[src/rtl/spuv_fifo.sv]
// short queue between the front end and the arithmetic back end
`timescale 1ns / 1ps
module spuv_fifo #(
  parameter int WIDTH = 8,
  parameter int DEPTH = 8
) (
  input  logic                       clk,
  input  logic                       rst,
  input  logic                       wr_en,
  input  logic [WIDTH-1:0]           din,
  input  logic                       rd_en,
  output logic [WIDTH-1:0]           dout,
  output logic                       empty,
  output logic [$clog2(DEPTH+1)-1:0] count
);
  localparam int AW = $clog2(DEPTH);
  localparam int CW = $clog2(DEPTH+1);

  logic [WIDTH-1:0] mem [0:DEPTH-1];
  logic [AW-1:0]    wr_ptr, rd_ptr;
  logic             do_rd;

  assign empty = (count == '0);
  assign do_rd = rd_en && !empty;
  assign dout  = mem[rd_ptr];

  always_ff @(posedge clk) begin
    if (wr_en) mem[wr_ptr] <= din;
  end

  always_ff @(posedge clk) begin
    if (rst) begin
      wr_ptr <= '0;
      rd_ptr <= '0;
      count  <= '0;
    end else begin
      if (wr_en) wr_ptr <= (wr_ptr == AW'(DEPTH-1)) ? '0 : wr_ptr + 1'b1;
      if (do_rd) rd_ptr <= (rd_ptr == AW'(DEPTH-1)) ? '0 : rd_ptr + 1'b1;
      count <= count + CW'(wr_en) - CW'(do_rd);
    end
  end

endmodule

[config.mk]
export PLATFORM = sky130hd
export DESIGN_NAME = spuv_fifo
export DESIGN_NICKNAME = d
export VERILOG_FILES = /design/src/rtl/spuv_fifo.sv
export SDC_FILE = /design/constraint.sdc
export NUM_CORES = 1
export LEC_CHECK = 0
export ABC_AREA = 1
export BUFFER_PORTS_ARGS = -buffer_cell sky130_fd_sc_hd__buf_4
export CAP_MARGIN = 20
export CORE_MARGIN = 2
export CORE_UTILIZATION = 45
export CTS_BUF_LIST = sky130_fd_sc_hd__clkbuf_4
export DETAILED_ROUTE_END_ITERATION = 10
export PLACE_DENSITY = 0.68
export RECOVER_POWER = 100
export SKIP_CTS_REPAIR_TIMING = 1
export SLEW_MARGIN = 0
export SYNTH_ARGS = -nofsm -noshare
export SYNTH_HDL_FRONTEND = slang
export SYNTH_SLANG_ARGS = --single-unit
[constraint.sdc]
create_clock -name clk -period 4.9 [get_ports clk]
set_input_delay 0.49 -clock clk [delete_from_list [all_inputs] [get_ports clk]]
set_output_delay 0.49 -clock clk [all_outputs]
set_load 0.01 [all_outputs]
==> impl_metrics.ini <==
[timing]
timing_max_transition_violations_final = 0
maxClockFrequency_mhz = 307
setup-tns-final_ps = 0
hold_slack_ps = 250
max_slew_margin_pct = 34.4
rsz0062_at_grt = false
final.min_clock_period_ps = 3260
setup-violations-final = 0
finalHoldViolations = 0
clock_skew_ps = 9.37
slew_at_the_pin_closest_to_its_max_slew_limit_ps = 980
final_min_period_over_clock_period_pct = 66.6

[clock_network]
clock_tree.htree_level_count = 3
cts_root_buf = clkbuf_4
clkSinkCount = 77
tritoncts.num_buffers = 9
cts.clk_slew.worst_paths_ps = 110
clock_tree_from_tritoncts = yes
clk_latency_ps = 420
max-clock-path-buffers = 2

[place]
dp_hpwl_um = 3980
io_buffers = 24
gpl.final_weighted_congestion = 0.752

[pwr]
power_per_cell_area_nw_per_um2 = 436
totalPowerFinal_mw = 1.65
ir_drop_v = 0.000301
leakage_nw = 1.73

[critical_path]
r2r_startpoint = count[2]
crit_arrival_ps = 2770
critical_path.reg2reg.endpoint = count[2]
slowest_stage = dfxtp_1
timing.critical_path.cells = clkbuf_1, inv_4, nand2_1, nand3_1, nand2_1, nand2_1, nand2_1, clkbuf_1
setup.reg_to_reg.worst_slack_ps = 2790
startpoint_type = flip-flop
rr_worst_depth = 11
setup.worst_path.class = reg2out
crit_top_cell = nand2_1
critical_path_required_ps = 4410
worst_path_largest_cell_delay_ps = 750
worstPathMaxFanout = 32
critical_path.endpoint_type = primary output

[grt]
largest_net_degree_at_the_start_of_global_routing = 34
global_route.overflow_total = 0
grt_pass1_vias = 2095
grtUsageTotal_pct = 16.2
global_route_wire_length_before_repair_um = 10100
grt_antenna_before_repair = 0

[layout]
drive_above_1_share_pct = 7.58
antenna_cells = 0
finalNetCount = 414
synthToLayoutAreaGrowth_pct = 7.39

[worst_hold_path]
worst_hold_startpoint = rst
worst_hold_path.endpoint = count[1]
timing.hold.worst_path_depth = 2
hold_class = in2reg

[drt]
drt.antenna.violating_nets = 0
drc = 0
dr.pass1.iters = 4
viasPerCell = 4.53
detailedRoute.firstIterationViolations = 138
vias = 2258
routed_wirelength_um = 6390
wire_per_inst_um = 12.8

[synth]
post_synth_instance_area_um2 = 3520
synthesis.instances = 367
syn-mean-instance-area_um2 = 9.60
yosys_register_bits = 77
ys_seq_area_share_pct = 61.9
synth_warnings = 0
synth_cell_type_count = 19
synth.net_count = 389

[run]
max_cap_viol_count = 0

[floorplanning]
die_area_um2 = 8550
boundaryPins = 25
placement_rows = 32
initial_utilization_pct = 46.1
core_um2 = 7650
floorplan.die.width_um = 92.5
die_h_um = 92.5

[run_status]
status = completed
## worst max-delay path, delay by kind of cell, from the launching register on
kind          cells  cell delay [ps]
flops             1              750
simple gates      5              470
buf+inv           3             1130
## routing by layer
layer | routed length [um] | GRT usage [%] | up-vias
li1 | - | - | 1184
met1 | 2820 | 19.8 | 1009
met2 | 3110 | 26.4 | 55
met3 | 338 | 4.48 | 10
met4 | 124 | 7.96 | 0
met5 | 0 | 0 | -
## flip-flops by register name, indices dropped and copies added, names as in the netlist, named ones only
name	flops
mem	64
count	4
rd_ptr	3
wr_ptr	3
## power breakdown
group	internal, mW	switching (mW)	leakage (nW)	total, mW
combinational	0.181	0.308	0.977	0.489
clock	0.148	0.203	0.0683	0.351
sequential	0.754	0.0563	0.689	0.810
## cell type report
class | instances | area [um2]
clock buffers | 9 | 67.6
repair buffers | 25 | 116
flip-flops and latches | 77 | 2180
inverters | 85 | 322
clock inverters | 6 | 55.1
well taps | 102 | 128
fillers | 696 | 3860
multi-input cells | 194 | 913
## logic make-up after synthesis
kind of cell / synth area share [%]
AO/OA/AOI/OAI: 1.28
XOR/XNOR: 0.249
adder cells (fa/ha/maj): 3.76
buffers and inverters: 12.1
flip-flops: 61.9
AND/OR/NAND/NOR: 20.7
## cell usage in the layout, fill, tap and decap left out, drive strengths merged, types with 5 or more instances in the layout
cell	netlist	routed
dfxtp	13	13
buf	11	6
edfxtp	64	64
nor2	16	16
nand3	39	39
clkbuf	0	28
nand2	118	118
clkinv	0	5
ha	9	9
a21oi	8	8
inv	85	85
## worst max path at each step
| stage | from | end | slack [ps] | cells past startpoint |
|---|---|---|---|---|
| 6_report | flip-flop | dout[3] | 1640 | 8 |
| 4_1_cts | flip-flop | dout[3] | 1790 | 7 |
| 5_1_grt | flip-flop | dout[0] | 1390 | 8 |
| 3_3_place_gp | flip-flop | dout[3] | 2380 | 7 |
| 3_5_place_dp | flip-flop | dout[3] | 2270 | 7 |
| 2_1_floorplan | count[2] | count[2] | 2860 | 11 |
## metrics by stage
stage / std cells / area [um2] / utilization, % / setup WS, ps
global placement: 482 / 3730 / 48.7 / 2380
CTS: 497 / 3850 / 50.3 / 1790
finish: 498 / 3780 / 49.5 / 1640
floorplan: 367 / 3520 / - / 2860
detailed placement: 482 / 3730 / 48.7 / 2270
global route: 498 / 3780 / 49.5 / 1390
## cell usage after synthesis
cell type,instances,share of area [%]
inv_1,83,8.8
a21oi_1,8,1.1
dfxtp_1,13,7.4
inv_2,1,0.11
buf_6,5,1.6
buf_8,1,0.43
buf_4,3,0.64
o21ai_0,1,0.14
nand3_1,39,5.5
ha_1,9,3.2
nor2_1,16,1.7
buf_2,2,0.28
xnor2_1,1,0.25
or2_2,1,0.18
inv_4,1,0.18
nand2_2,10,1.8
edfxtp_1,64,55
nand2_1,108,12
fa_1,1,0.57
Note: power is estimated with default switching activity, not from simulation.
