==> config.mk <==
export PLATFORM = sky130hd
export DESIGN_NAME = spuv_front
export DESIGN_NICKNAME = d
export VERILOG_FILES = /design/src/rtl/spuv_pkg.sv /design/src/rtl/spuv_front.sv
export SDC_FILE = /design/constraint.sdc
export NUM_CORES = 1
export LEC_CHECK = 0
export ABC_AREA = 1
export BUFFER_PORTS_ARGS = -buffer_cell sky130_fd_sc_hd__buf_2
export CAP_MARGIN = 10
export CORE_AREA = 2 2 184 258
export CTS_CLUSTER_DIAMETER = 120
export CTS_CLUSTER_SIZE = 28
export DETAILED_ROUTE_END_ITERATION = 8
export DIE_AREA = 0 0 186 260
export PLACE_DENSITY = 0.65
export SLEW_MARGIN = 20
export SYNTH_ARGS = -nofsm -noshare
export SYNTH_HDL_FRONTEND = slang
export SYNTH_SLANG_ARGS = --single-unit
==> constraint.sdc <==
create_clock -name clk -period 7.9 [get_ports clk]
set_input_delay 0.79 -clock clk [delete_from_list [all_inputs] [get_ports clk]]
set_output_delay 0.79 -clock clk [all_outputs]
set_load 0.01 [all_outputs]
==> src/rtl/spuv_pkg.sv <==
// shared constants and types for the spherical uv generator
`timescale 1ns / 1ps
package spuv_pkg;

  localparam int COORD_WIDTH_DEF      = 32;
  localparam int UV_FRAC_BITS_DEF     = 16;
  localparam int ANGLE_ITERATIONS_DEF = 16;

  // magnitudes after the common scaling lie below 2^31
  localparam int NORM_W = 31;
  localparam int OUT_W  = 16;

  localparam int FIFO_DEPTH  = 8;
  localparam int FRONT_DEPTH = 4;
  localparam int FRONT_LAT   = 4;

  localparam logic [1:0] REG_CENTER_X = 2'd0;
  localparam logic [1:0] REG_CENTER_Y = 2'd1;
  localparam logic [1:0] REG_CENTER_Z = 2'd2;

  // atan(2^-i) in turns, 2^32 per turn
  localparam logic [31:0] ATAN_TURNS [0:31] = '{
    32'd536870912, 32'd316933406, 32'd167458907, 32'd85004756, 32'd42667331,
    32'd21354465, 32'd10679838, 32'd5340245, 32'd2670163, 32'd1335087,
    32'd667544, 32'd333772, 32'd166886, 32'd83443, 32'd41722, 32'd20861,
    32'd10430, 32'd5215, 32'd2608, 32'd1304, 32'd652, 32'd326, 32'd163,
    32'd81, 32'd41, 32'd20, 32'd10, 32'd5, 32'd3, 32'd1, 32'd1, 32'd0
  };

  typedef struct packed {
    logic              degenerate;
    logic              neg_x;
    logic              neg_y;
    logic              neg_z;
    logic [NORM_W-1:0] ax;
    logic [NORM_W-1:0] ay;
    logic [NORM_W-1:0] az;
  } spuv_item_t;

  typedef struct packed {
    logic              valid;
    logic              degenerate;
    logic              sy_pos;
    logic [NORM_W-1:0] ay;
  } spuv_side_t;

endpackage

==> src/rtl/spuv_front.sv <==
// front end: difference, magnitude and common scaling of each transaction
`timescale 1ns / 1ps
module spuv_front #(
  parameter int COORD_WIDTH = spuv_pkg::COORD_WIDTH_DEF
) (
  input  logic                          clk,
  input  logic                          rst,
  input  logic                          accept,
  input  logic signed [COORD_WIDTH-1:0] vertex_x,
  input  logic signed [COORD_WIDTH-1:0] vertex_y,
  input  logic signed [COORD_WIDTH-1:0] vertex_z,
  input  logic signed [COORD_WIDTH-1:0] center_x,
  input  logic signed [COORD_WIDTH-1:0] center_y,
  input  logic signed [COORD_WIDTH-1:0] center_z,
  output logic                          push,
  output spuv_pkg::spuv_item_t          item
);
  import spuv_pkg::*;

  localparam int DW = COORD_WIDTH + 1;
  localparam int PW = $clog2(DW);

  logic                 v1, v2, v3;
  logic signed [DW-1:0] dx, dy, dz;
  logic [DW-1:0]        mx, my, mz, mx3, my3, mz3;
  logic                 nx, ny, nz, nx3, ny3, nz3;
  logic [DW-1:0]        mor;
  logic [PW-1:0]        msb, msb_next;
  logic                 zero3;
  logic [DW+NORM_W-2:0] wx, wy, wz;

  always_ff @(posedge clk) begin
    if (rst) begin
      v1 <= 1'b0;
      v2 <= 1'b0;
      v3 <= 1'b0;
    end else begin
      v1 <= accept;
      v2 <= v1;
      v3 <= v2;
    end
  end

  always_ff @(posedge clk) begin
    dx <= DW'(center_x) - DW'(vertex_x);
    dy <= DW'(center_y) - DW'(vertex_y);
    dz <= DW'(center_z) - DW'(vertex_z);
    nx <= dx[DW-1];
    ny <= dy[DW-1];
    nz <= dz[DW-1];
    mx <= dx[DW-1] ? DW'(-dx) : DW'(dx);
    my <= dy[DW-1] ? DW'(-dy) : DW'(dy);
    mz <= dz[DW-1] ? DW'(-dz) : DW'(dz);
    mx3 <= mx;
    my3 <= my;
    mz3 <= mz;
    nx3 <= nx;
    ny3 <= ny;
    nz3 <= nz;
    msb <= msb_next;
    zero3 <= (mor == '0);
  end

  // leading one of the or of the magnitudes is the leading one of the largest
  always_comb begin
    mor = mx | my | mz;
    msb_next = '0;
    for (int i = 0; i < DW; i++) begin
      if (mor[i]) msb_next = PW'(i);
    end
  end

  // scale so the largest magnitude sits in [2^30, 2^31)
  assign wx = {mx3, {(NORM_W-1){1'b0}}} >> msb;
  assign wy = {my3, {(NORM_W-1){1'b0}}} >> msb;
  assign wz = {mz3, {(NORM_W-1){1'b0}}} >> msb;

  assign push = v3;
  always_comb begin
    item.degenerate = zero3;
    item.neg_x      = nx3;
    item.neg_y      = ny3;
    item.neg_z      = nz3;
    item.ax         = wx[NORM_W-1:0];
    item.ay         = wy[NORM_W-1:0];
    item.az         = wz[NORM_W-1:0];
  end

endmodule

==> impl_metrics.csv, run 1 <==
group,metric,value,unit
synthesis,syn_inst,3015,
timing,relSlewSlack,0.297,
critical_path,r2r_slack,4.98,ns
synthesis,syn_area,0.0200,mm2
critical_path,worstPathCellList,"inv_2 -> buf_4 -> nand2_1 -> nand2_1 -> o21ai_0 -> o21ai_0 -> nand2_1 -> o21ai_0 -> nand2_1 -> nand3_1 -> buf_2",
global_routing,antenna_found_initial,0,
floorplanning,dieWidth,186,um
floorplanning,die_h,260,um
critical_path,path_common_cell,"nand2_1",
timing,tightest_slew,1.05,ns
synthesis,async_reset_ff_frac,0,
critical_path,crit_arrival,3.73,ns
critical_path,critPathLaunchType,"flop",
clock_network,clkTransAtPathRegs,0.10,ns
place,dp_hpwl,46700,um
floorplanning,ioPinCount,293,
global_routing,grtUsageMet2,0.409,
timing,hold_violations,0,
place,dp_slack,3.92,ns
hold_path,hold_path_class,"flop to flop",
global_routing,gr-usage-all-layers,0.233,
finish,ff_latch_area,0.00627,mm2
global_routing,grt_max_degree,121,
synthesis,synth_nets,3312,
drt,dr.pass1.iters,6,
timing,min_period_over_period,0.573,
place,io_buffers,292,
timing,rsz0062_at_grt,"false",
critical_path,critical-path-max-stage-delay,0.73,ns
job,drv_cap,0,
critical_path,end_kind,"output port",
finish,antenna_cells,0,
clock_network,cts_made_buffers,15,
synthesis,synth_cell_types,49,
clock_network,clk_path_buf_depth,3,
timing,timing.fmax,221,MHz
clock_network,clockRootBuffer,"clkbuf_16",
drt,drt_first_iter_violations,1079,
floorplanning,core,0.0460,mm2
clock_network,ctsHoldBuffers,0,
place,place_area,0.0219,mm2
synthesis,yosysWarningCount,0,
clock_network,clock-sinks,313,
finish,multi_input_area,0.0123,mm2
synthesis,ys_ff_latch,313,
clock_network,cts_tree,"yes",
global_routing,grt_pass1_wl,91600,um
floorplanning,design.die.area,0.0484,mm2
outcome,status,"finished, final reports clean",
drt,vias,19200,
finish,area_growth,11.3,%
synthesis,postSynthAreaPerCell,6.65,um2
global_routing,busiest_layer,"met2",
finish,drive_gt1_frac,0.134,
critical_path,cp_max_fo,56,
finish,stdcell_area,0.0223,mm2
global_routing,grt_use_met1,0.303,
critical_path,critical_path_class,"flop to output port",
clock_network,clkLatencyLatePin,0.50,ns
timing,min_period,4.52,ns
floorplanning,rows,93,
critical_path,cp_data_required_time,7.11,ns
pwr,p_per_area,305,mW/mm2
finish,fin_util,0.485,
drt,wirelength,56700,um
finish,final_common_cell,"nand2_1",
timing,setup_viol,0,
clock_network,postCtsSetupRepairBufs,0,
drt,drc,0,
pwr,vdd_drop_max,0.168,mV
floorplanning,start_util,0.436,
timing,layout_setup_ws,3.38,ns
global_routing,grt_pass1_vias,18000,
timing,finalMaxSlewViolations,0,
place,gp_congestion,0.962,
global_routing,grt_use_met3,0.0148,
synthesis,ys_seq_area_frac,0.313,
pwr,power,6800,uW
finish,fin_nets,3505,
synthesis,ys.flop_type,"dfxtp_1",
finish,fillers,4748,
timing,clock_skew,0.0195,ns
timing,final.setup.tns,0,ns
synthesis,synth_edf_count,0,
global_routing,grt_overflow_total,0,
clock_network,post_cts_resized,0,
finish,layout_common_cells,"nand2_1 (989), dfxtp_1 (309), buf_2 (292)",
clock_network,htreeDepth,1,
drt,viasPerCell,5.03,
critical_path,cp_slowest_cell,"dfxtp_2",
drt,post_drt_wl_per_cell,14.8,um
pwr,p_leak,0.0108,uW
drt,ant_nets,0,
[per-stage QoR]
stage	hold WS, ns	std cells
5_1_grt	0.352	3824
3_5_place_dp	0.315	3808
2_1_floorplan	0.310	3015
6_report	0.337	3824
3_3_place_gp	0.312	3808
4_1_cts	0.338	3824
[cell families after synthesis]
kind of cell	share of synthesized area
AND/OR/NAND/NOR	0.318
flip-flops	0.313
multiplexers	0.0175
buffers and inverters	0.0755
XOR/XNOR	0.0795
AO/OA/AOI/OAI	0.132
adder cells (fa/ha/maj)	0.0648
[layer usage]
metal | wire (um) | vias to the layer above | share of wire
met5 | 0 | - | 0
met4 | 1780 | 0 | 0.031
met3 | 2200 | 63 | 0.039
met2 | 27000 | 519 | 0.48
met1 | 25800 | 8580 | 0.45
li1 | - | 10100 | -
[area by class of cell]
class	count	area share
tap	617	0.0346
multi-input combinational	2303	0.551
inverter	269	0.0453
timing repair buffer	306	0.0702
clock inverter	1	0.00135
clock buffer	15	0.0168
sequential	313	0.281
[where the power goes]
group          leakage, uW  internal [uW]  total, uW  switching, uW
sequential         0.00263           2140       2640            500
combinational      0.00797           1190       3340           2150
clock             0.000196            351        816            465
total               0.0108           3690       6800           3110
[critical path: cells and delay by family, from the launching register on]
family | cells | cell delay, ns
buffers and inverters | 3 | 1.01
AO/OA/AOI/OAI | 3 | 1.01
AND/OR/NAND/NOR | 5 | 0.46
flip-flops | 1 | 0.73
[synth_stat cells, types with 11 or more instances]
| cell type | instances | area share |
|---|---|---|
| nand2_1 | 989 | 0.19 |
| dfxtp_1 | 313 | 0.31 |
| o21ai_0 | 258 | 0.064 |
| inv_1 | 253 | 0.047 |
| nor2_1 | 219 | 0.041 |
| nand3_1 | 202 | 0.050 |
| xor2_1 | 133 | 0.058 |
| a21oi_1 | 103 | 0.026 |
| ha_1 | 99 | 0.062 |
| clkbuf_1 | 96 | 0.018 |
| xnor2_1 | 49 | 0.021 |
| nor3_1 | 44 | 0.011 |
| mux2i_1 | 35 | 0.017 |
| a31oi_1 | 29 | 0.0090 |
| buf_1 | 29 | 0.0054 |
| o21ai_2 | 18 | 0.0079 |
| inv_2 | 16 | 0.0030 |
| nor3_2 | 11 | 0.0055 |
[registers in the layout (all words and copies together) (netlist names)]
| name | cells |
|---|---|
| dx | 33 |
| dy | 33 |
| dz | 33 |
| msb | 6 |
| mx | 33 |
| mx3 | 33 |
| my | 33 |
| my3 | 33 |
| mz | 33 |
| mz3 | 33 |
| nx | 1 |
| nx3 | 1 |
| ny | 1 |
| ny3 | 1 |
| nz | 1 |
| nz3 | 1 |
| push | 1 |
| v1 | 1 |
| v2 | 1 |
| zero3 | 1 |
[final timing paths]
check,from,endpoint,cells after the start
hold reg to reg,ny,ny3,0
setup / recovery,msb[0],item[21],11
setup reg to reg,dy[1],my[32],12
hold / removal,ny,ny3,0
No activity file was read; power rests on OpenSTA's default activity.
==> inputs of run 2 (changes only) <==
- clock period: 7.9 -> 4.6 ns (I/O delays scaled with it)
==> impl_metrics.csv, run 2 (same netlist as run 1, synthesis figures left out) <==
group,metric,value,unit
finish,antenna_cells,0,
clock_network,clkLatencyLatePin,0.51,ns
finish,fin_util,0.488,
drt,drc,0,
floorplanning,ioPinCount,293,
floorplanning,start_util,0.436,
critical_path,r2r_slack,1.67,ns
timing,relSlewSlack,0.337,
finish,drive_gt1_frac,0.136,
pwr,vdd_drop_max,0.251,mV
place,gp_congestion,0.918,
floorplanning,rows,93,
pwr,power,11700,uW
critical_path,critical-path-max-stage-delay,0.75,ns
floorplanning,design.die.area,0.0484,mm2
clock_network,clkTransAtPathRegs,0.10,ns
pwr,clkPwrFrac,0.120,
pwr,p_sw,5370,uW
global_routing,grt_max_degree,106,
global_routing,grt_overflow_total,0,
clock_network,post_cts_resized,0,
pwr,p_seq_frac,0.383,
clock_network,postCtsSetupRepairBufs,0,
timing,finalMaxSlewViolations,0,
finish,fin_nets,3514,
critical_path,worstPathCellList,"buf_4 -> nand2_1 -> nand3_1 -> o21ai_0 -> o21ai_0 -> nand2_1 -> o21ai_0 -> nand2_1 -> nand3_1 -> buf_2",
floorplanning,dieWidth,186,um
drt,vias,19400,
drt,wirelength,56300,um
critical_path,cp_data_required_time,4.14,ns
place,dp_slack,1.40,ns
drt,post_drt_wl_per_cell,14.7,um
timing,final.setup.tns,0,ns
place,dp_hpwl,46600,um
timing,min_period,3.71,ns
timing,min_period_over_period,0.806,
pwr,p_per_area,523,mW/mm2
timing,clock_skew,0.0259,ns
pwr,p_int,6360,uW
timing,holdWs,0.122,ns
finish,layout_common_cells,"nand2_1 (989), dfxtp_1 (309), buf_2 (292)",
finish,multi_input_area,0.0123,mm2
critical_path,cp_slowest_cell,"buf_4",
drt,dr.pass1.iters,6,
critical_path,reg2regPathDepth,12,
timing,layout_setup_ws,0.893,ns
global_routing,grt_pass1_wl,90100,um
clock_network,clock-sinks,313,
pwr,p_leak,0.0109,uW
drt,drt_first_iter_violations,1081,
clock_network,cts_made_buffers,15,
critical_path,cp_top_family,"compound AO/OA/AOI/OAI gates",
critical_path,critPathLaunchType,"flop",
floorplanning,die_h,260,um
drt,viasPerCell,5.05,
clock_network,htreeDepth,1,
critical_path,cp.depth,10,
clock_network,cts_tree,"yes",
critical_path,end_kind,"output port",
finish,final_common_cell,"nand2_1",
timing,setup_viol,0,
timing,tightest_slew,0.995,ns
drt,ant_nets,0,
clock_network,clk_path_buf_depth,3,
finish,area_growth,11.8,%
critical_path,critical_path_buf_inv_count,2,
global_routing,grt_pass1_vias,17900,
critical_path,critical_path_class,"flop to output port",
place,io_buffers,292,
finish,ff_latch_area,0.00627,mm2
global_routing,antenna_found_initial,0,
pwr,p_comb_frac,0.497,
pwr,p_sw_frac,0.458,
timing,rsz0062_at_grt,"false",
critical_path,crit_arrival,3.25,ns
global_routing,gr-usage-all-layers,0.229,
job,drv_cap,0,
clock_network,ctsHoldBuffers,0,
critical_path,cp_max_fo,102,
hold_path,hold-path-cell-count,2,
outcome,status,"finished, final reports clean",
timing,hold_violations,0,
timing,timing.fmax,270,MHz
hold_path,hold_path_class,"primary input to flop",
finish,fillers,4746,
clock_network,clockRootBuffer,"clkbuf_16",
floorplanning,core,0.0460,mm2
==> run 2: metrics by stage <==
step	std cells	cell area, um2
after floorplan	3015	20000
after global placement	3817	22000
after detailed placement	3817	22000
after CTS	3834	22400
after global routing	3834	22400
final	3834	22400
==> run 2: final timing paths <==
path | endpoint | from
setup reg to reg | my[32] | dy[1]
hold / removal | v1 | rst
setup / recovery | item[44] | msb[0]
hold reg to reg | nx3 | nx
==> run 2: area by class of cell <==
class | instances | share of cell area
Tap cell | 617 | 0.0344
Multi-Input combinational cell | 2303 | 0.548
Clock buffer | 15 | 0.0167
Clock inverter | 2 | 0.00173
Timing Repair Buffer | 315 | 0.0740
Sequential cell | 313 | 0.280
Inverter | 269 | 0.0451
==> run 2: layer usage <==
layer	vias to the layer above	track usage	wire length, um
li1	10100	-	-
met1	8606	0.297	25600
met2	586	0.397	26200
met3	78	0.0129	2370
met4	0	0.0886	2140
met5	-	0	0
==> run 2: power groups by stage <==
stage          clock, uW  combinational, uW  sequential [uW]
2_1_floorplan          0               3940             4150
3_5_place_dp           0               5790             4560
4_1_cts             1450               5810             4490
3_3_place_gp           0               5720             4540
6_report            1410               5830             4500
5_1_grt             1550               6580             4580
